`src/design/tcw_pkg.sv`:
```
`default_nettype none
package tcw_pkg;

	localparam int WORD_W = 16;
	localparam int CELL_W = 16;

	localparam logic [7:0] CHAR_NUL     = 8'h00;
	localparam logic [7:0] CHAR_NEWLINE = 8'h0A;
	localparam logic [7:0] CHAR_SPACE   = 8'h20;
	localparam logic [7:0] RESET_ATTR   = 8'h07;

	typedef enum logic [1:0] {
		OP_PUT  = 2'd0,
		OP_READ = 2'd1,
		OP_LOAD = 2'd2
	} op_t;

	typedef enum logic [2:0] {
		ST_CLEAR,
		ST_IDLE,
		ST_EXEC,
		ST_SCROLL,
		ST_DIV,
		ST_READ
	} state_t;

	typedef struct packed {
		logic wr;
		logic rd;
		logic advance;
	} store_ctl_t;

endpackage
`default_nettype wire

```
`src/design/tcw_divider.sv`:
```
`default_nettype none
module tcw_divider #(
	parameter int DIVISOR = 80
) (
	input  wire logic                             clk,
	input  wire logic                             arst_n,
	input  wire logic                             start,
	input  wire logic [tcw_pkg::WORD_W-1:0]       dividend,
	output logic                                  done,
	output logic [tcw_pkg::WORD_W-1:0]            quotient,
	output logic [$clog2(DIVISOR)-1:0]            remainder
);
	import tcw_pkg::*;

	localparam int RMW = $clog2(DIVISOR);
	localparam int SH  = WORD_W + RMW;
	localparam int PRW = 2 * WORD_W + 1;
	localparam logic [63:0] RECIP =
		((64'd1 << SH) + 64'(DIVISOR) - 64'd1) / 64'(DIVISOR);

	logic [WORD_W-1:0] num_q;
	logic [WORD_W-1:0] quo_q;
	logic              go_q;
	logic              done_q;
	logic [PRW-1:0]    prod;
	logic [WORD_W-1:0] rem_full;

	// multiply by the rounded-up reciprocal, keep the high bits
	assign prod     = PRW'(num_q) * PRW'(RECIP);
	assign rem_full = num_q - quo_q * WORD_W'(DIVISOR);

	always_ff @(posedge clk or negedge arst_n) begin
		if (!arst_n) begin
			go_q   <= 1'b0;
			done_q <= 1'b0;
		end else begin
			go_q   <= start;
			done_q <= go_q;
		end
	end

	always_ff @(posedge clk) begin
		if (start) begin
			num_q <= dividend;
		end
		if (go_q) begin
			quo_q <= WORD_W'(prod >> SH);
		end
	end

	assign done      = done_q;
	assign quotient  = quo_q;
	assign remainder = RMW'(rem_full);

endmodule
`default_nettype wire

```
`config.mk`:
```
export PLATFORM = sky130hd
export DESIGN_NAME = tcw_divider
export DESIGN_NICKNAME = d
export VERILOG_FILES = /design/src/design/tcw_pkg.sv /design/src/design/tcw_divider.sv
export SDC_FILE = /design/constraint.sdc
export NUM_CORES = 1
export LEC_CHECK = 0
export ABC_AREA = 0
export BUFFER_PORTS_ARGS = -buffer_cell sky130_fd_sc_hd__buf_2
export CAP_MARGIN = 20
export CELL_PAD_IN_SITES_DETAIL_PLACEMENT = 0
export CELL_PAD_IN_SITES_GLOBAL_PLACEMENT = 2
export CORE_ASPECT_RATIO = 2
export CORE_MARGIN = 4
export CORE_UTILIZATION = 40
export CTS_CLUSTER_DIAMETER = 40
export DETAILED_ROUTE_END_ITERATION = 7
export GPL_ROUTABILITY_DRIVEN = 0
export PLACE_DENSITY = 0.83
export SLEW_MARGIN = 20
export SYNTH_ARGS = -nofsm -noshare
export SYNTH_HDL_FRONTEND = slang
export SYNTH_SLANG_ARGS = --single-unit
```
`constraint.sdc`:
```
create_clock -name clk -period 11.1 [get_ports clk]
set_input_delay 1.11 -clock clk [delete_from_list [all_inputs] [get_ports clk]]
set_output_delay 1.11 -clock clk [all_outputs]
set_load 0.005 [all_outputs]
```
==> results of run 1 <==
final timing paths:
check | startpoint | endpoint | slack [ps]
min | arst_n | go_q$_DFF_PN0_ | 620
min in group clk | go_q$_DFF_PN0_ | done$_DFF_PN0_ | 710
max | num_q[3]$_DFFE_PP_ | quotient[9]$_DFFE_PP_ | 5210
min reg2reg | go_q$_DFF_PN0_ | done$_DFF_PN0_ | 710
max in group asynchronous | arst_n | done$_DFF_PN0_ | 10380
max reg2reg | num_q[3]$_DFFE_PP_ | quotient[9]$_DFFE_PP_ | 5210
cell usage after synthesis (3+ instances only):
cell type	n
nand2_1	9
nand3_1	7
edfxtp_1	26
xor2_1	12
inv_1	178
o21ai_0	6
nor2_1	8
or3_1	4
xnor2_1	8
and3_1	4
buf_4	10
a21o_1	3
ha_1	132
a21oi_1	13
fa_1	80
worst reg2reg max path, delay by kind of cell, from the launching register on:
| kind | cells | cell delay, ps |
|---|---|---|
| fa+ha+maj | 7 | 3400 |
| flops | 1 | 520 |
| buf+inv | 4 | 250 |
| compound gates | 4 | 840 |
| simple gates | 3 | 730 |
metal layers:
layer  share of wire, %  vias to the layer above
li1                   -                     1723
met1                 32                     1767
met2                 61                       56
met3                1.4                       33
met4                5.7                        0
met5                  0                        -
registers in the layout, indices dropped and copies added (netlist names):
signal	flops
go_q	1
quotient	10
num_q	16
done	1
final cells by class:
| cell class | count | area share (%) |
|---|---|---|
| sequential | 28 | 13.9 |
| tap | 155 | 3.24 |
| clock buffer | 3 | 1.25 |
| multi-input combinational | 321 | 67.0 |
| timing repair buffer | 36 | 3.01 |
| clock inverter | 1 | 0.502 |
| inverter | 178 | 11.2 |
cell families after synthesis:
logic type	after synthesis	synth area share [%]
AO/OA/AOI/OAI	43	6.37
AND/OR/NAND/NOR	39	3.46
multiplexers	1	0.180
flip-flops	28	14.9
other	1	0.0674
adder cells (fa/ha/maj)	212	58.5
buffers and inverters	188	13.4
XOR/XNOR	20	3.15
per-stage QoR:
stage / area [um^2] / instances / hold WS (ps)
3_5_place_dp: 5880 / 718 / 708
3_3_place_gp: 5880 / 718 / 694
6_report: 5990 / 722 / 619
4_1_cts: 5990 / 722 / 615
5_1_grt: 5990 / 722 / 614
2_1_floorplan: 5580 / 537 / 575
==> results.yml, run 1 <==
sta:
  clock_skew_ps: 4.08
  worst_slack_ps: 5210
  fin_crit_ps: 5890
  setup_viol: 0
  max-slew-margin-rel_pct: 64.1
  fin_tns_setup_ps: 0
  maxSlewViolCount: 0
  rsz0062_at_grt: "no"
  post-route-period-util_pct: 53.1
  timing.fmax_ghz: 0.170
  hold_violations: 0
  worst_pin_slew_ps: 533
cts:
  clockRootBuffer: "clkbuf_16"
  cts_buffer_depth: 2
  cts.clk_slew.worst_paths_ps: 70
  h-tree-depth: 1
  hold_buffers: 0
  cts-buffers-inserted: 3
  insertion_delay_ps: 260
  tritoncts: "built"
  cts_resized: 0
  cts_sinks: 28
  cts_setup_buffers: 0
synth:
  yosysWarnings: 0
  yosysTopAreaCell: "ha_1"
  synthTopCellsByArea: "ha_1 30%, fa_1 29%, edfxtp_1 14%, inv_1 12%, xor2_1 1.9%"
  yosysSeqAreaShare_pct: 14.9
  ys_ff_latch: 28
  syn-mean-instance-area_um2: 10.5
  synth_edf_count: 26
  synthArstFlopShare_pct: 7.14
  yosysUniqueCellTypes: 39
  syn_inst: 532
  synthFlopType: "edfxtp_1"
  synth.top_cell.area_share_pct: 29.7
  netlist_area_um2: 5560
floorplanning:
  ioPinCount: 43
  core_um2: 13500
  start_util_pct: 41.2
  die_area_um2: 16000
  die_w_um: 91.4
  die_h_um: 175
  rows: 60
hold_path:
  worst_hold_path_type: "input pin to async pin"
cells_and_area:
  layout_commonest_cell: "inv_1"
  layout_common_cells: "178 x inv_1, 132 x ha_1, 80 x fa_1"
  fin_util_pct: 44.3
  drive_gt1_share_pct: 8.47
  multi_input_comb_area_um2: 4010
  antenna_cells: 0
  fillers: 1327
  syn2layout_area_growth_pct: 7.60
  seqCellArea_um2: 831
  nets: 799
critical_path:
  cp-start-kind: "flop"
  end_kind: "flop"
  slowest_delay_ps: 550
  path_cells: "ha_1, inv_1, fa_1, inv_1, fa_1, fa_1, fa_1, inv_1, fa_1, inv_1, ha_1, nand3_1, nor2_1, o2111ai_1, o211ai_2, a2111oi_4, or3_1, o211ai_2"
  crit_fanout: 6
  critical_path.top_delay_family: "adder cells"
  cpMostUsedCell: "fa_1"
  cp_num_buf_inv: 4
  crit_type: "flop to flop"
  cp.required_ps: 11210
  cp_slowest_cell: "fa_1"
  worst_ep_arrival_time_ps: 6000
  worst-path-stages: 18
  r2r_cells: 18
job:
  maxCapViolCount: 0
route:
  routed_wl_um: 13000
  via_per_inst: 4.96
  wl_per_cell_um: 18.0
  via_count: 3579
  drtIter0Drc: 75
  drt_pass1_iterations: 4
  drcViolationCount: 0
  drtAntennaViolNets: 0
grt:
  grt_pass1_wl_um: 21200
  grt_use_met1_pct: 16.2
  top_usage_layer: "met2"
  grt_max_degree: 18
  grt.met2_usage_pct: 36.0
  grt_overflow: 0
  track_usage_pct: 17.3
  antenna_found_initial: 0
  gr-usage-met3_pct: 1.12
  grt_pass1_vias: 4192
placed_design:
  io_buffers: 36
  hpwl_um: 12000
  pre_cts_ws_ps: 5180
outcome:
  status: "completed"
Power of run 1 is left out: the tool's default activity adds up to more than one toggle a clock period on the data nets, which glitch-free logic cannot reach.
==> run 2, diff against run 1 <==
--- a/config.mk
+++ b/config.mk
@@ -5,18 +5,18 @@
 export SDC_FILE = /design/constraint.sdc
 export NUM_CORES = 1
 export LEC_CHECK = 0
-export ABC_AREA = 0
+export ABC_AREA = 1
 export BUFFER_PORTS_ARGS = -buffer_cell sky130_fd_sc_hd__buf_2
 export CAP_MARGIN = 20
 export CELL_PAD_IN_SITES_DETAIL_PLACEMENT = 0
 export CELL_PAD_IN_SITES_GLOBAL_PLACEMENT = 2
 export CORE_ASPECT_RATIO = 2
 export CORE_MARGIN = 4
-export CORE_UTILIZATION = 40
+export CORE_UTILIZATION = 39
 export CTS_CLUSTER_DIAMETER = 40
 export DETAILED_ROUTE_END_ITERATION = 7
 export GPL_ROUTABILITY_DRIVEN = 0
-export PLACE_DENSITY = 0.83
+export PLACE_DENSITY = 0.86
 export SLEW_MARGIN = 20
 export SYNTH_ARGS = -nofsm -noshare
 export SYNTH_HDL_FRONTEND = slang
==> constraint.sdc (replaced) <==
create_clock -name clk -period 5.8 [get_ports clk]
set_input_delay 0.58 -clock clk [delete_from_list [all_inputs] [get_ports clk]]
set_output_delay 0.58 -clock clk [all_outputs]
set_load 0.005 [all_outputs]
==> run 2 against run 1 <==
Net effect: sequential share of layout area is 1.6 points lower; highest routed layer unchanged; fmax is 9.1% higher; via count is 31% higher; sequential cell count stayed put.
==> results.yml, run 2 <==
grt:
  gr-usage-met3_pct: 1.91
  grt_max_degree: 18
  grt_use_met1_pct: 18.4
  grt_pass1_wl_um: 28200
  grt.met2_usage_pct: 40.6
  top_usage_layer: "met2"
  antenna_found_initial: 0
  grt_pass1_vias: 5432
  track_usage_pct: 20.2
  grt_overflow: 0
cts:
  cts.clk_slew.worst_paths_ps: 70
  cts_resized: 0
  cts-buffers-inserted: 3
  cts_buffer_depth: 2
  cts_sinks: 28
  clockRootBuffer: "clkbuf_16"
  h-tree-depth: 1
  cts_setup_buffers: 0
  tritoncts: "built"
  insertion_delay_ps: 280
  hold_buffers: 0
route:
  via_per_inst: 4.79
  drcViolationCount: 0
  via_count: 4676
  wl_per_cell_um: 17.7
  routed_wl_um: 17200
  drt_pass1_iterations: 4
  drtAntennaViolNets: 0
  drtIter0Drc: 134
synth:
  synthFlopType: "edfxtp_1"
  synthArstFlopShare_pct: 7.14
  yosysTopAreaCell: "ha_1"
  syn-mean-instance-area_um2: 8.47
  synth_common_cells: "227 x inv_1, 132 x ha_1, 124 x nand2_1, 80 x fa_1, 35 x nor2_1"
  netlist_area_um2: 6230
  ys_ff_latch: 28
  yosysSeqAreaShare_pct: 13.3
  synth.top_cell.area_share_pct: 26.5
  syn_inst: 735
  yosysUniqueCellTypes: 29
  synthTopCellsByArea: "ha_1 27%, fa_1 26%, inv_1 14%, edfxtp_1 13%, nand2_1 7.5%"
  yosysWarnings: 0
  synth_edf_count: 26
  yosysMostFrequentCell: "inv_1"
critical_path:
  cp_num_buf_inv: 5
  worst_ep_arrival_time_ps: 5430
  cpMostUsedCell: "nand2_1"
  cp_slowest_cell: "fa_1"
  cp.required_ps: 5830
  crit_fanout: 6
  critical_path.top_delay_family: "adder cells"
  cp-start-kind: "flop"
  end_kind: "flop"
  slowest_delay_ps: 560
  crit_type: "flop to flop"
  r2r_cells: 21
  worst-path-stages: 21
  path_cells: "ha_1, inv_1, fa_1, inv_1, fa_1, fa_1, fa_1, inv_1, fa_1, inv_1, ha_1, nand2_1, inv_1, nand2_1, nand2_1, a21oi_2, nor2_1, nor2_1, nand2_1, nand2_1, nand2_1"
hold_path:
  worst_hold_path_type: "input pin to async pin"
cells_and_area:
  nets: 1007
  syn2layout_area_growth_pct: 8.32
  largest_reg_flops: 16
  layout_common_cells: "227 x inv_1, 132 x ha_1, 124 x nand2_1"
  antenna_cells: 0
  fillers: 1612
  drive_gt1_share_pct: 8.00
  largest_register: "num_q"
  layout_commonest_cell: "inv_1"
sta:
  clock_skew_ps: 13.6
  worst_pin_slew_ps: 503
  fin_tns_setup_ps: 0
  setup_viol: 0
  hold_violations: 0
  rsz0062_at_grt: "no"
  post-route-period-util_pct: 93.1
  timing.fmax_ghz: 0.185
  holdWs_ps: 76.2
  maxSlewViolCount: 0
  max-slew-margin-rel_pct: 66.5
  worst_slack_ps: 400
  fin_crit_ps: 5400
floorplanning:
  die_area_um2: 18200
  start_util_pct: 39.7
  ioPinCount: 43
  core_um2: 15700
  die_h_um: 187
  rows: 65
  die_w_um: 97.3
placed_design:
  io_buffers: 36
  hpwl_um: 15800
  pre_cts_ws_ps: 410
job:
  maxCapViolCount: 0
outcome:
  status: "completed"
-- run 2: area by class of cell --
class                           instances  area [um^2]  area share [%]
Multi-Input combinational cell        475         4490            66.5
Clock buffer                            3         75.1            1.11
Tap cell                              201          251            3.73
Timing Repair Buffer                   41          218            3.23
Clock inverter                          1         30.0           0.445
Sequential cell                        28          831            12.3
Inverter                              227          852            12.6
-- run 2: through the flow --
stage / util, % / std cells / instance area, um^2
after floorplan: - / 740 / 6240
after global placement: 42.3 / 972 / 6640
after detailed placement: 42.3 / 972 / 6640
after CTS: 43.0 / 976 / 6740
after global routing: 43.0 / 976 / 6740
final: 43.0 / 976 / 6740
-- run 2: kinds of logic after synthesis --
logic type | count (synthesis) | share of synthesized area, %
buffers and inverters | 237 | 14.9
adders and majority gates | 212 | 52.3
and+or+nand+nor | 205 | 14.1
AOI/OAI and AO/OA | 41 | 3.76
DFF | 28 | 13.3
xor gates and xnor gates | 11 | 1.55
other | 1 | 0.0602
-- run 2: layer usage --
layer | wire (um) | vias to the layer above | share of wire [%]
met4 | 1490 | 0 | 8.6
met1 | 5520 | 2207 | 32
met5 | 0 | - | 0
met3 | 443 | 63 | 2.6
met2 | 9800 | 121 | 57
li1 | - | 2285 | -
-- run 2: worst reg2reg max path: stages (launching register included) --
cell	delay [ps]
edfxtp_1	550
ha_1	490
inv_1	100
fa_1	540
inv_1	60
fa_1	500
fa_1	520
fa_1	560
inv_1	60
fa_1	540
inv_1	50
ha_1	320
nand2_1	160
inv_1	80
nand2_1	70
nand2_1	70
a21oi_2	170
nor2_1	60
nor2_1	110
nand2_1	60
nand2_1	50
nand2_1	40
-- run 2: path summary, 6_finish.rpt --
check / start / to / slack [ps]
min reg2reg: go_q$_DFF_PN0_ / done$_DFF_PN0_ / 700
max reg2reg: num_q[3]$_DFFE_PP_ / quotient[8]$_DFFE_PP_ / 400
min: arst_n / done$_DFF_PN0_ / 80
min in group clk: dividend[1] / num_q[1]$_DFFE_PP_ / 470
max in group asynchronous: arst_n / go_q$_DFF_PN0_ / 5630
max: num_q[3]$_DFFE_PP_ / quotient[8]$_DFFE_PP_ / 400
Power of run 2 is left out for the same reason.
==> run 3, diff against run 2 <==
--- a/config.mk
+++ b/config.mk
@@ -13,6 +13,7 @@
 export CORE_ASPECT_RATIO = 2
 export CORE_MARGIN = 4
 export CORE_UTILIZATION = 39
+export CTS_BUF_LIST = sky130_fd_sc_hd__clkbuf_8
 export CTS_CLUSTER_DIAMETER = 40
 export DETAILED_ROUTE_END_ITERATION = 7
 export GPL_ROUTABILITY_DRIVEN = 0
==> run 3 against run 2 <==
Net effect: first-iteration DRC count up 16%; via count shrank 0.26%; cell count did not move; design area fell by 0.50%; non-clock buffer count unchanged; critical path type unchanged; highest routed layer unchanged.
==> results.yml, run 3 (synthesized netlist as in run 2, its figures left out) <==
route:
  drcViolationCount: 0
  wl_per_cell_um: 17.6
  via_count: 4664
  drt_pass1_iterations: 4
  routed_wl_um: 17200
  via_per_inst: 4.78
  drtAntennaViolNets: 0
  drtIter0Drc: 155
critical_path:
  cp_slowest_cell: "fa_1"
  cpMostUsedCell: "nand2_1"
  r2r_slack_ps: 410
  end_kind: "flop"
  rr_startpoint: "num_q[3]$_DFFE_PP_"
  cp-start-kind: "flop"
  cp.required_ps: 5860
  cp-startpoint: "num_q[3]$_DFFE_PP_"
  crit_fanout: 6
  regToRegEndpoint: "quotient[8]$_DFFE_PP_"
  worst_ep_arrival_time_ps: 5450
  crit_type: "flop to flop"
  r2r_cells: 21
  path_cells: "ha_1, inv_1, fa_1, inv_1, fa_1, fa_1, fa_1, inv_1, fa_1, inv_1, ha_1, nand2_1, inv_1, nand2_1, nand2_1, a21oi_2, nor2_1, nor2_1, nand2_1, nand2_1, nand2_1"
  endpoint: "quotient[8]$_DFFE_PP_"
  slowest_delay_ps: 560
sta:
  worst_slack_ps: 407
  max-slew-margin-rel_pct: 65.9
  setup_viol: 0
  rsz0062_at_grt: "no"
  clock_skew_ps: 18.3
  timing.fmax_ghz: 0.185
  fin_crit_ps: 5390
  maxSlewViolCount: 0
  hold_violations: 0
  post-route-period-util_pct: 93.0
  worst_pin_slew_ps: 512
  fin_tns_setup_ps: 0
cts:
  hold_buffers: 0
  cts_setup_buffers: 0
  clockRootBuffer: "clkbuf_8"
  cts_resized: 0
  insertion_delay_ps: 300
  cts_sinks: 28
  cts-buffers-inserted: 3
  h-tree-depth: 1
  cts_buffer_depth: 2
  tritoncts: "built"
  cts.clk_slew.worst_paths_ps: 100
floorplanning:
  core_um2: 15700
  rows: 65
  die_h_um: 187
  start_util_pct: 39.7
  die_w_um: 97.3
  die_area_um2: 18200
  ioPinCount: 43
grt:
  grt_pass1_wl_um: 28200
  grt_overflow: 0
  top_usage_layer: "met2"
  grt_max_degree: 18
  grt_use_met1_pct: 18.5
  antenna_found_initial: 0
  track_usage_pct: 20.2
  grt.met2_usage_pct: 40.5
  gr-usage-met3_pct: 1.80
  grt_pass1_vias: 5439
cells_and_area:
  layout_commonest_cell: "inv_1"
  syn2layout_area_growth_pct: 7.78
  drive_gt1_share_pct: 8.00
  largest_reg_flops: 16
  nets: 1007
  fin_util_pct: 42.8
  layout_common_cells: "227 x inv_1, 132 x ha_1, 124 x nand2_1"
  largest_register: "num_q"
  antenna_cells: 0
placed_design:
  io_buffers: 36
  pre_cts_ws_ps: 410
  hpwl_um: 15800
hold_path:
  worst_hold_path_type: "input pin to async pin"
outcome:
  status: "completed"
job:
  maxCapViolCount: 0
[run 3: how the worst min path moves through the flow]
stage | end | slack (ps) | depth (start not counted)
floorplan | done$_DFF_PN0_ | 280 | 0
global placement | done$_DFF_PN0_ | 360 | 1
detailed placement | go_q$_DFF_PN0_ | 370 | 1
CTS | go_q$_DFF_PN0_ | 30 | 1
global route | go_q$_DFF_PN0_ | 30 | 1
finish | done$_DFF_PN0_ | 50 | 1
[run 3: layer usage]
layer / vias to the layer above / wire length [um]
met5: - / 0
met4: 0 / 1470
met2: 109 / 9780
met3: 64 / 410
li1: 2287 / -
met1: 2204 / 5560
[run 3: final cells by class]
type	count	area (um^2)
inverters	227	852
clock inverters	1	30.0
multi-input cells	475	4490
repair buffers	41	218
flip-flops and latches	28	831
fillers	1616	8990
well taps	201	251
clock buffers	3	41.3
[run 3: worst max-delay path: cells and delay by family, from the launching register on]
family / cells / cell delay [ps]
adder cells (fa/ha/maj): 7 / 3470
buffers and inverters: 5 / 340
AND/OR/NAND/NOR: 8 / 630
flip-flops: 1 / 550
AO/OA/AOI/OAI: 1 / 170
[run 3: per-stage QoR]
step / cell area [um^2] / hold WS [ps] / instances
6_report: 6710 / 50.4 / 976
3_5_place_dp: 6640 / 366 / 972
4_1_cts: 6710 / 31.6 / 976
5_1_grt: 6710 / 29.1 / 976
3_3_place_gp: 6640 / 364 / 972
2_1_floorplan: 6240 / 284 / 740
Power of run 3 is left out for the same reason.
